**config.mk**
```make
export PLATFORM = sky130hd
export DESIGN_NAME = pinned_snapshot_slot_manager_top
export DESIGN_NICKNAME = d
export VERILOG_FILES = /design/src/rtl/pssm_pkg.sv /design/src/rtl/pssm_scan.sv /design/src/rtl/pinned_snapshot_slot_manager_top.sv
export SDC_FILE = /design/constraint.sdc
export NUM_CORES = 1
export LEC_CHECK = 0
export BUFFER_PORTS_ARGS = -buffer_cell sky130_fd_sc_hd__buf_2
export CORE_MARGIN = 1
export CORE_UTILIZATION = 40
export CTS_BUF_LIST = sky130_fd_sc_hd__clkbuf_8
export DETAILED_ROUTE_END_ITERATION = 6
export PLACE_DENSITY_LB_ADDON = 0.2
export SLEW_MARGIN = 20
export SYNTH_ARGS = -nofsm -noshare
export SYNTH_HDL_FRONTEND = slang
export SYNTH_SLANG_ARGS = --single-unit
export TNS_END_PERCENT = 5
```
**constraint.sdc**
```tcl
create_clock -name clock -period 16 [get_ports clock]
set_clock_uncertainty 0.05 [all_clocks]
set_input_delay 0.8 -clock clock [delete_from_list [all_inputs] [get_ports clock]]
set_output_delay 0.8 -clock clock [all_outputs]
set_load 0.02 [all_outputs]
```
**src/rtl/pssm_pkg.sv**
```systemverilog
// Shared types, constants and helpers for the pinned snapshot slot manager.
package pssm_pkg;

   localparam int SLOTS      = 4;
   localparam int PIN_WIDTH  = 8;
   localparam int SLOT_W     = $clog2(SLOTS);
   localparam int SLOT_OUT_W = 4;
   localparam int WORD_W     = 32;

   typedef logic [SLOT_W-1:0]    slot_idx_type;
   typedef logic [PIN_WIDTH-1:0] pin_type;
   typedef logic [WORD_W-1:0]    word_type;

   typedef enum logic [1:0] {
      KIND_PIN     = 2'd0,
      KIND_RELEASE = 2'd1,
      KIND_PUBLISH = 2'd2,
      KIND_READ    = 2'd3
   } kind_type;

   typedef enum logic [2:0] {
      ST_IDLE,
      ST_EXEC,
      ST_SCAN,
      ST_WRITE,
      ST_RESP
   } state_type;

   typedef struct packed {
      kind_type              kind;
      logic [SLOT_OUT_W-1:0] release_slot;
      word_type              new_revision;
      word_type              new_payload;
   } req_type;

   typedef struct packed {
      logic                  ok;
      logic [SLOT_OUT_W-1:0] slot;
      word_type              snapshot_id;
      word_type              revision;
      word_type              payload;
   } rsp_type;

   typedef struct packed {
      logic         done;
      logic         found;
      slot_idx_type pick;
   } scan_res_type;

   // Round-robin successor of a slot index.
   function automatic slot_idx_type next_slot(input slot_idx_type s);
      slot_idx_type r;
      if (s == SLOT_W'(SLOTS - 1)) begin
         r = '0;
      end else begin
         r = s + SLOT_W'(1);
      end
      return r;
   endfunction

endpackage

```
**src/rtl/pssm_scan.sv**
```systemverilog
// Round-robin free-slot search, one candidate slot per cycle.
module pssm_scan import pssm_pkg::*; (
   input  logic             clock,
   input  logic             reset,
   input  logic             start,
   input  slot_idx_type     base,
   input  slot_idx_type     active,
   input  logic [SLOTS-1:0] free,
   output scan_res_type     res
);

   logic         busy_ff, busy_in;
   slot_idx_type cand_ff, cand_in;
   slot_idx_type left_ff, left_in;
   logic         hit;
   logic         last;

   assign hit  = busy_ff && (cand_ff != active) && free[cand_ff];
   assign last = (left_ff == '0);

   assign res.done  = busy_ff && (hit || last);
   assign res.found = hit;
   assign res.pick  = cand_ff;

   always_comb begin
      busy_in = busy_ff;
      cand_in = cand_ff;
      left_in = left_ff;
      if (start) begin
         busy_in = 1'b1;
         cand_in = next_slot(base);
         left_in = SLOT_W'(SLOTS - 1);
      end else if (busy_ff) begin
         if (hit || last) begin
            busy_in = 1'b0;
         end else begin
            cand_in = next_slot(cand_ff);
            left_in = left_ff - SLOT_W'(1);
         end
      end
   end

   always_ff @(posedge clock) begin
      if (reset) begin
         busy_ff <= 1'b0;
      end else begin
         busy_ff <= busy_in;
      end
      cand_ff <= cand_in;
      left_ff <= left_in;
   end

endmodule

```
**src/rtl/pinned_snapshot_slot_manager_top.sv**
```systemverilog
// Pin, release and read pass through EXEC and then offer their response in RESP.
// Publish passes through EXEC, then SCAN, where the search unit tests candidate slots one per cycle,
// then WRITE and RESP, or goes from SCAN straight to RESP when no slot is free; one item in flight at a time.
// A new request is taken only in IDLE, after the previous response has been accepted.
// Reset (synchronous, active high) clears all slots and pin counts, selects slot 0,
// and sets the next id to one.
module pinned_snapshot_slot_manager_top import pssm_pkg::*; (
   input  logic    clock,
   input  logic    reset,
   input  logic    req_valid,
   output logic    req_ready,
   input  req_type req_data,
   output logic    rsp_valid,
   input  logic    rsp_ready,
   output rsp_type rsp_data
);

   state_type    state_ff, state_in;
   req_type      req_ff;
   word_type     rev_ff, rev_in;
   rsp_type      rsp_ff, rsp_in;
   pin_type      pin_ff [SLOTS];
   word_type     pay_ff [SLOTS];
   word_type     revs_ff [SLOTS];
   slot_idx_type active_ff;
   slot_idx_type last_ff;
   word_type     next_id_ff;
   word_type     active_id_ff;

   logic             accept;
   logic             scan_start;
   logic             load_rsp;
   logic             do_write;
   logic             do_pins;
   logic [SLOTS-1:0] free;
   scan_res_type     scan_res;
   word_type         cur_rev;
   rsp_type          active_rsp;

   assign accept  = req_valid && req_ready;
   assign cur_rev = revs_ff[active_ff];

   always_comb begin
      for (int i = 0; i < SLOTS; i++) begin
         free[i] = (pin_ff[i] == '0);
      end
   end

   pssm_scan u_scan (
      .clock  (clock),
      .reset  (reset),
      .start  (scan_start),
      .base   (last_ff),
      .active (active_ff),
      .free   (free),
      .res    (scan_res)
   );

   // Next state
   always_comb begin
      state_in = state_ff;
      case (state_ff)
         ST_IDLE: begin
            if (req_valid) state_in = ST_EXEC;
         end
         ST_EXEC: begin
            if (req_ff.kind == KIND_PUBLISH) state_in = ST_SCAN;
            else                             state_in = ST_RESP;
         end
         ST_SCAN: begin
            if (scan_res.done) state_in = scan_res.found ? ST_WRITE : ST_RESP;
         end
         ST_WRITE: begin
            state_in = ST_RESP;
         end
         ST_RESP: begin
            if (rsp_ready) state_in = ST_IDLE;
         end
         default: begin
            state_in = ST_IDLE;
         end
      endcase
   end

   // Control outputs
   always_comb begin
      req_ready  = 1'b0;
      rsp_valid  = 1'b0;
      scan_start = 1'b0;
      load_rsp   = 1'b0;
      do_write   = 1'b0;
      do_pins    = 1'b0;
      case (state_ff)
         ST_IDLE: begin
            req_ready = 1'b1;
         end
         ST_EXEC: begin
            if (req_ff.kind == KIND_PUBLISH) begin
               scan_start = 1'b1;
            end else begin
               do_pins  = 1'b1;
               load_rsp = 1'b1;
            end
         end
         ST_SCAN: begin
            load_rsp = scan_res.done && !scan_res.found;
         end
         ST_WRITE: begin
            do_write = 1'b1;
            load_rsp = 1'b1;
         end
         ST_RESP: begin
            rsp_valid = 1'b1;
         end
         default: begin
            req_ready = 1'b0;
         end
      endcase
   end

   // Forced revision: must end up above the active one, wrapping
   always_comb begin
      if (req_ff.new_revision <= cur_rev) rev_in = cur_rev + WORD_W'(1);
      else                                rev_in = req_ff.new_revision;
   end

   always_comb begin
      active_rsp.ok          = (state_ff != ST_SCAN);
      active_rsp.slot        = SLOT_OUT_W'(active_ff);
      active_rsp.snapshot_id = active_id_ff;
      active_rsp.revision    = cur_rev;
      active_rsp.payload     = pay_ff[active_ff];
      if (do_write) begin
         rsp_in.ok          = 1'b1;
         rsp_in.slot        = SLOT_OUT_W'(scan_res.pick);
         rsp_in.snapshot_id = next_id_ff;
         rsp_in.revision    = rev_ff;
         rsp_in.payload     = req_ff.new_payload;
      end else begin
         rsp_in = active_rsp;
      end
   end

   always_ff @(posedge clock) begin
      if (reset) begin
         state_ff     <= ST_IDLE;
         active_ff    <= '0;
         last_ff      <= '0;
         next_id_ff   <= WORD_W'(1);
         active_id_ff <= '0;
         for (int i = 0; i < SLOTS; i++) begin
            pin_ff[i]  <= '0;
            pay_ff[i]  <= '0;
            revs_ff[i] <= '0;
         end
      end else begin
         state_ff <= state_in;
         if (do_pins) begin
            for (int i = 0; i < SLOTS; i++) begin
               if (req_ff.kind == KIND_PIN && active_ff == SLOT_W'(i)
                   && pin_ff[i] != '1) begin
                  pin_ff[i] <= pin_ff[i] + PIN_WIDTH'(1);
               end else if (req_ff.kind == KIND_RELEASE
                            && (5'(req_ff.release_slot) < 5'(SLOTS))
                            && SLOT_W'(req_ff.release_slot) == SLOT_W'(i)
                            && pin_ff[i] != '0) begin
                  pin_ff[i] <= pin_ff[i] - PIN_WIDTH'(1);
               end
            end
         end
         if (do_write) begin
            pay_ff[scan_res.pick]  <= req_ff.new_payload;
            revs_ff[scan_res.pick] <= rev_ff;
            next_id_ff             <= next_id_ff + WORD_W'(1);
            last_ff                <= scan_res.pick;
            active_ff              <= scan_res.pick;
            active_id_ff           <= next_id_ff;
         end
      end
      if (accept) req_ff <= req_data;
      if (scan_start) rev_ff <= rev_in;
      if (load_rsp) rsp_ff <= rsp_in;
   end

   assign rsp_data = rsp_ff;

   a_one_in_flight: assert property (@(posedge clock) disable iff (reset)
      accept |=> !req_ready)
      else $error("request taken while an item is in flight");

   a_active_only_on_write: assert property (@(posedge clock) disable iff (reset)
      (state_ff != ST_WRITE) |=> (active_ff == $past(active_ff)))
      else $error("active slot moved outside a publish write");

   a_id_steps: assert property (@(posedge clock) disable iff (reset)
      (state_ff == ST_WRITE) |=> (next_id_ff == $past(next_id_ff) + WORD_W'(1)))
      else $error("id counter did not step on publish");

   a_fail_keeps_active: assert property (@(posedge clock) disable iff (reset)
      (rsp_valid && !rsp_data.ok) |-> (rsp_data.slot == SLOT_OUT_W'(active_ff)))
      else $error("failed publish reports a slot other than the active one");

   a_pick_not_active: assert property (@(posedge clock) disable iff (reset)
      (scan_res.done && scan_res.found) |-> (scan_res.pick != active_ff && free[scan_res.pick]))
      else $error("scan picked the active or a pinned slot");

endmodule

```
[Word-level counts from Yosys, hierarchy flattened]
Memories as Yosys holds them, arrays and structs flattened. A register that Yosys moved wholly into a read port is not among the register bits.
Index checks and enable logic that the tools add are counted.
Operators by class
  eq/ne operators: 23
  bitwise logic cells: 9
  magnitude comparators: 3
  reductions and logical operators: 43
  multiplexer cells: 85
  $add $sub $neg: 13
Operators with widths (count)
  $mux 98: 1
  $mux 32: 3
  $add 32x1->32 const B: 2
  $mux 8: 8
  $reduce_or 32->1: 2
  $mux 1: 54
  $add 8x1->8 const B: 4
  $le 32x32->1: 1
  $logic_not 8->1: 4
  $ne 8x8->1 const B: 4
  $reduce_bool 8->1: 4
  $sub 8x1->8 const B: 4
  $logic_and 1x1->1: 22
  $mux 2: 11
  $mux 3: 5
  $pmux 3 s5: 1
  $eq 2x2->1 const B: 6
  $logic_not 2->1: 4
  $ne 2x2->1 const B: 4
  $or 1x1->1: 8
  $eq 2x1->1 const B: 3
  $eq 3x2->1 const B: 2
  $add 2x1->2 const B: 2
  $lt 4x3->1 const B: 1
  15 further kinds: 16
Word-level totals
  logic and storage cells: 196
  bits of input ports: 74
  memories kept: 3
  register bits: 277
  memory bits (writable): 288
Memories
  pay_ff: words 4, bits a word 32, read ports 1, clocked after memory_dff 1, wr ports 4, RTL line pinned_snapshot_slot_manager_top.sv:23  | word_type pay_ff [SLOTS];
  revs_ff: words 4, bits a word 32, read ports 1, clocked after memory_dff 1, wr ports 4, RTL line pinned_snapshot_slot_manager_top.sv:24  | word_type revs_ff [SLOTS];
  pin_ff: words 4, bits a word 8, read ports 4, clocked after memory_dff 0, wr ports 4, RTL line pinned_snapshot_slot_manager_top.sv:22  | pin_type pin_ff [SLOTS];

[Longest topological paths before layout]
  depth in word-level cells: 10
  gate-level depth with buffers: 13

[By module]
A second synthesis with hierarchy kept.
Second synthesis, totals
  cells, all modules: 1923
  area, all modules: 24966.4 sq um
By module, submodules not included
  pinned_snapshot_slot_manager_top: area each 24596.1 sq um, instances 1, cells an instance 1885
  pssm_scan: area each 370.4 sq um, instances 1, cells an instance 38

[Least setup slack after synthesis]
No wires, ideal clock.
  path type: register to register
  start point: memory pin_ff[3][0] (netlist bit)
  end point: register state_ff[2]
  arrival time: 6.520 ns
  period minus slack after synthesis: 6.649 ns
  slack: 9.351 ns
  data required time: 15.871 ns
  cell stages (with the launch flop): 9
  cell sequence: edfxtp_1 -> inv_1 -> ha_1 -> nand4_1 -> mux2i_1 -> a31oi_1 -> nand3_1 -> o211ai_1 -> o21ba_2
RTL lines
  start: declaration: RTL line pinned_snapshot_slot_manager_top.sv:22
  end signal: assignment: RTL line pinned_snapshot_slot_manager_top.sv:157  | state_ff <= state_in;
  end: declaration: RTL line pinned_snapshot_slot_manager_top.sv:18  | state_type state_ff, state_in;

==> results.toml <==
[sta]
final_min_period_over_clock_period_pct = 33.39
max_slew_margin_pct = 31.76
finalHoldViolations = 0
final.min_clock_period_ns = 5.342
worst_slew_pin_slew_ns = 1.024
maxClockFrequency_mhz = 187.2
fin_setup_tns_ns = 0
setup-violations-final = 0
fin_hold_ws_ns = 0.2240
drv_slew = 0
grt_setup_unrepaired = "false"

[floorplan]
core.rowCount = 90
core_area_sq_um = 60810
die-width_microns = 251.0
ioPinCount = 177
floorplan.die_area_sq_um = 63010
die_height_microns = 251.0
initial_utilization_pct = 40.79

[layout]
ff_latch_area_sq_um = 16230
fin_cells = 2975
area_of_the_multi_input_gates_sq_um = 7951
n_fill_cell = 5469
syn_to_final_growth_pct = 14.55
finalNetCount = 2250
share_of_cells_above_drive_strength_1_pct = 18.90

[global_routing]
maximum_number_of_pins_on_one_net_before_global_route_repair = 82
global_route.overflow_total = 0
grt_antenna_before_repair = 2
first_global_vias = 15820
groute.usage.overall_pct = 18.25
wire_length_of_the_first_global_routing_pass_microns = 88320

[worst_setup_path]
critPathMaxFanout = 41
cp_slowest_stage_delay_ns = 0.86
crit_path_end_kind = "register"
crit_top_cell = "buf_4"
crit_chain = "buf_4 > mux4_2 > inv_1 > ha_1 > nand4_1 > nor4_1 > a21boi_1 > o31ai_1 > a211o_1 > a22o_1 > buf_4 > mux2_1"
worst-path-buf-inv = 3
arrival_ns = 5.70
critPathRequiredTime_ns = 16.36
timing.critical_path.max_delay_family = "compound AO/OA/AOI/OAI gates"
setup.worst_path.start_class = "register"
critPathKind = "register to register"
timing.reg2reg.setup_slack_ns = 10.66
r2r_end = "rev_ff[21]$_DFFE_PP_"
reg2regPathDepth = 12
library_cell_contributing_the_largest_single_delay_on_the_critical_path = "dfxtp_2"

[routing]
drtIter0Drc = 944
vias_per_cell = 5.132
post_drt_wl_per_cell_microns = 19.23
ant_nets = 0
drt_wl_total_microns = 57200
post_route_drc_violation_count = 0
vias = 15270
drt-pass1-iter-count = 6

[clocking]
tritoncts.num_buffers = 96
clock_latency_ns = 0.70
cts_setup_buffers = 0
clock_tree.root_cell = "clkbuf_8"
ctsHoldBuffers = 0
cts-htree-levels = 3
cts_resized = 0
clock_transition_at_the_registers_of_the_reported_paths_ns = 0.07
max-clock-path-buffers = 3
tritoncts_num_sinks = 565
tritoncts = "built"

[power_and_ir_drop]
total_switching_power_uw = 724.9
sequentialPowerShare_pct = 54.2
power.leakage_nw = 10.77
power.internal_mw = 2.401
vdd_ir_drop_max_mv = 0.06069
p_sw_share_pct = 23.19
power_density_nw_per_um2 = 110.0
power.clock.fraction_pct = 40.6
comb_power_share_pct = 5.2

[min_path]
worstHoldPathCells = 1
launch_point_of_the_worst_hold_path = "req_data[67]"
holdCritPathClass = "input port to register"
hold_path_end = "req_ff[67]$_DFFE_PP_"

[yosys]
ys_types = 60
number_of_synthesized_register_bits = 565
synth_cells = 1900
postSynth.topFlopCell = "edfxtp_1"
synth.yosys.seq_area_share_pct = 65.42
synth_edf_count = 491
yosysWarningCount = 0
post_syn_area_sq_um = 24800
ys_async_sr_fraction_pct = 0
postSynthAreaPerCell_sq_um = 13.05

[placement]
placement.io_buffers = 174
place_inst = 2795
finalWeightedCongestion = 0.8463
detailedPlacementHpwl_microns = 35460

[run]
maxCapViolations = 0

[status]
outcome = "complete, no violations"
==> metal layers <==
metal	up-vias	GRT usage (%)	wire, microns
met1	7565	22.66	24240
li1	7236	-	-
met2	379	31.59	28760
met4	2	6.725	1316
met5	-	0	16
met3	85	3.469	2868
==> worst max-delay path by stage <==
| stage | to | slack [ns] | depth (start not counted) |
|---|---|---|---|
| 6_report | rev_ff[21]$_DFFE_PP_ | 10.66 | 12 |
| 5_1_grt | rev_ff[20]$_DFFE_PP_ | 10.43 | 12 |
| 4_1_cts | rev_ff[21]$_DFFE_PP_ | 10.66 | 12 |
| 3_5_place_dp | rev_ff[21]$_DFFE_PP_ | 10.74 | 12 |
| 3_3_place_gp | rev_ff[31]$_DFFE_PP_ | 10.92 | 12 |
| 2_1_floorplan | state_ff[2]$_SDFFE_PP0P_ | 9.35 | 8 |
==> logic make-up after synthesis <==
group	after synthesis	share of synthesized area (%)
other	1	0.01512
muxes	103	7.446
AOI/OAI and AO/OA	164	3.768
DFF	565	65.42
and+or+nand+nor	758	14.49
buffers and inverters	165	2.719
adders and majority gates	64	3.319
xor gates and xnor gates	80	2.825
==> stage by stage <==
stage | worst slack, ns | util (%) | total power [mW] | cell area [sq um]
2_1_floorplan | 9.351 | - | 1.822 | 24810
3_3_place_gp | 10.92 | 43.57 | 1.885 | 26500
3_5_place_dp | 10.74 | 43.57 | 1.890 | 26500
4_1_cts | 10.66 | 46.68 | 3.168 | 28390
5_1_grt | 10.43 | 46.72 | 3.245 | 28410
6_report | 10.66 | 46.72 | 3.126 | 28410
==> flip-flops by register name, summed over array words and instances, names as in the netlist, 32 cells and up, named ones only <==
signal	count
pay_ff	128
active_id_ff	32
next_id_ff	32
revs_ff	128
rev_ff	32
rsp_data	99
pin_ff	32
req_ff	70
==> final cells by class <==
class                   instances  share of cell area, %
well taps                     782                  3.444
diodes                          2                0.01761
inverters                      82                  1.083
clock inverters                70                  1.471
multi-input cells            1171                  27.99
repair buffers                196                  3.690
flip-flops and latches        565                  57.13
clock buffers                 107                  5.183
==> cells in the final DEF (no fill, tap or decap), drive strengths merged, types with 10 or more instances in the layout <==
cell      n
a21oi    72
and2    132
and3     14
and4     10
buf     196
clkbuf  107
clkinv   36
dfxtp    74
edfxtp  491
ha       61
inv     108
mux2     32
mux4     62
nand2   302
nand3    30
nand4    26
nor2    170
nor2b    13
nor3     13
nor4     12
o21ai    52
or3      10
xnor2    54
xor2     26
==> power groups by stage <==
stage	sequential, mW	combinational (mW)	clock, mW
2_1_floorplan	1.73	0.0915	0
3_3_place_gp	1.72	0.160	0
3_5_place_dp	1.73	0.164	0
4_1_cts	1.70	0.164	1.31
5_1_grt	1.70	0.178	1.37
6_report	1.69	0.162	1.27
==> cell usage after synthesis, types with 3 or more instances <==
master      n  area [sq um]
nor2b_1    12         75.07
inv_1      82         307.8
a21o_1      8         60.06
mux4_2     62          1396
a221oi_1    4         35.03
buf_4       5         37.54
xnor2_1    54         473.0
nand3b_1    7         52.55
and4_1     10         87.58
nand3_1    30         150.1
ha_1       61         763.2
mux2_1     25         281.5
buf_2      10         50.05
nor4_1     12         75.07
clkbuf_1   62         232.7
nor3_1     11         55.05
o21ai_0    51         255.2
nand2_1   302          1134
fa_1        3         60.06
nor2_1    169         634.4
xor2_1     26         227.7
a21oi_1    72         360.4
o21bai_1    5         37.54
nor3b_1     6         45.04
mux2i_1     9         90.09
buf_1       4         15.01
nand4_1    25         156.4
nand2b_1    9         56.30
dfxtp_1    74          1481
or3_1      10         62.56
mux2_2      7         78.83
edfxtp_1  491         14740
and2_1    132         825.8
o211ai_1    7         52.55
and3_1     14         87.58
(Power assumes the default switching activity.)
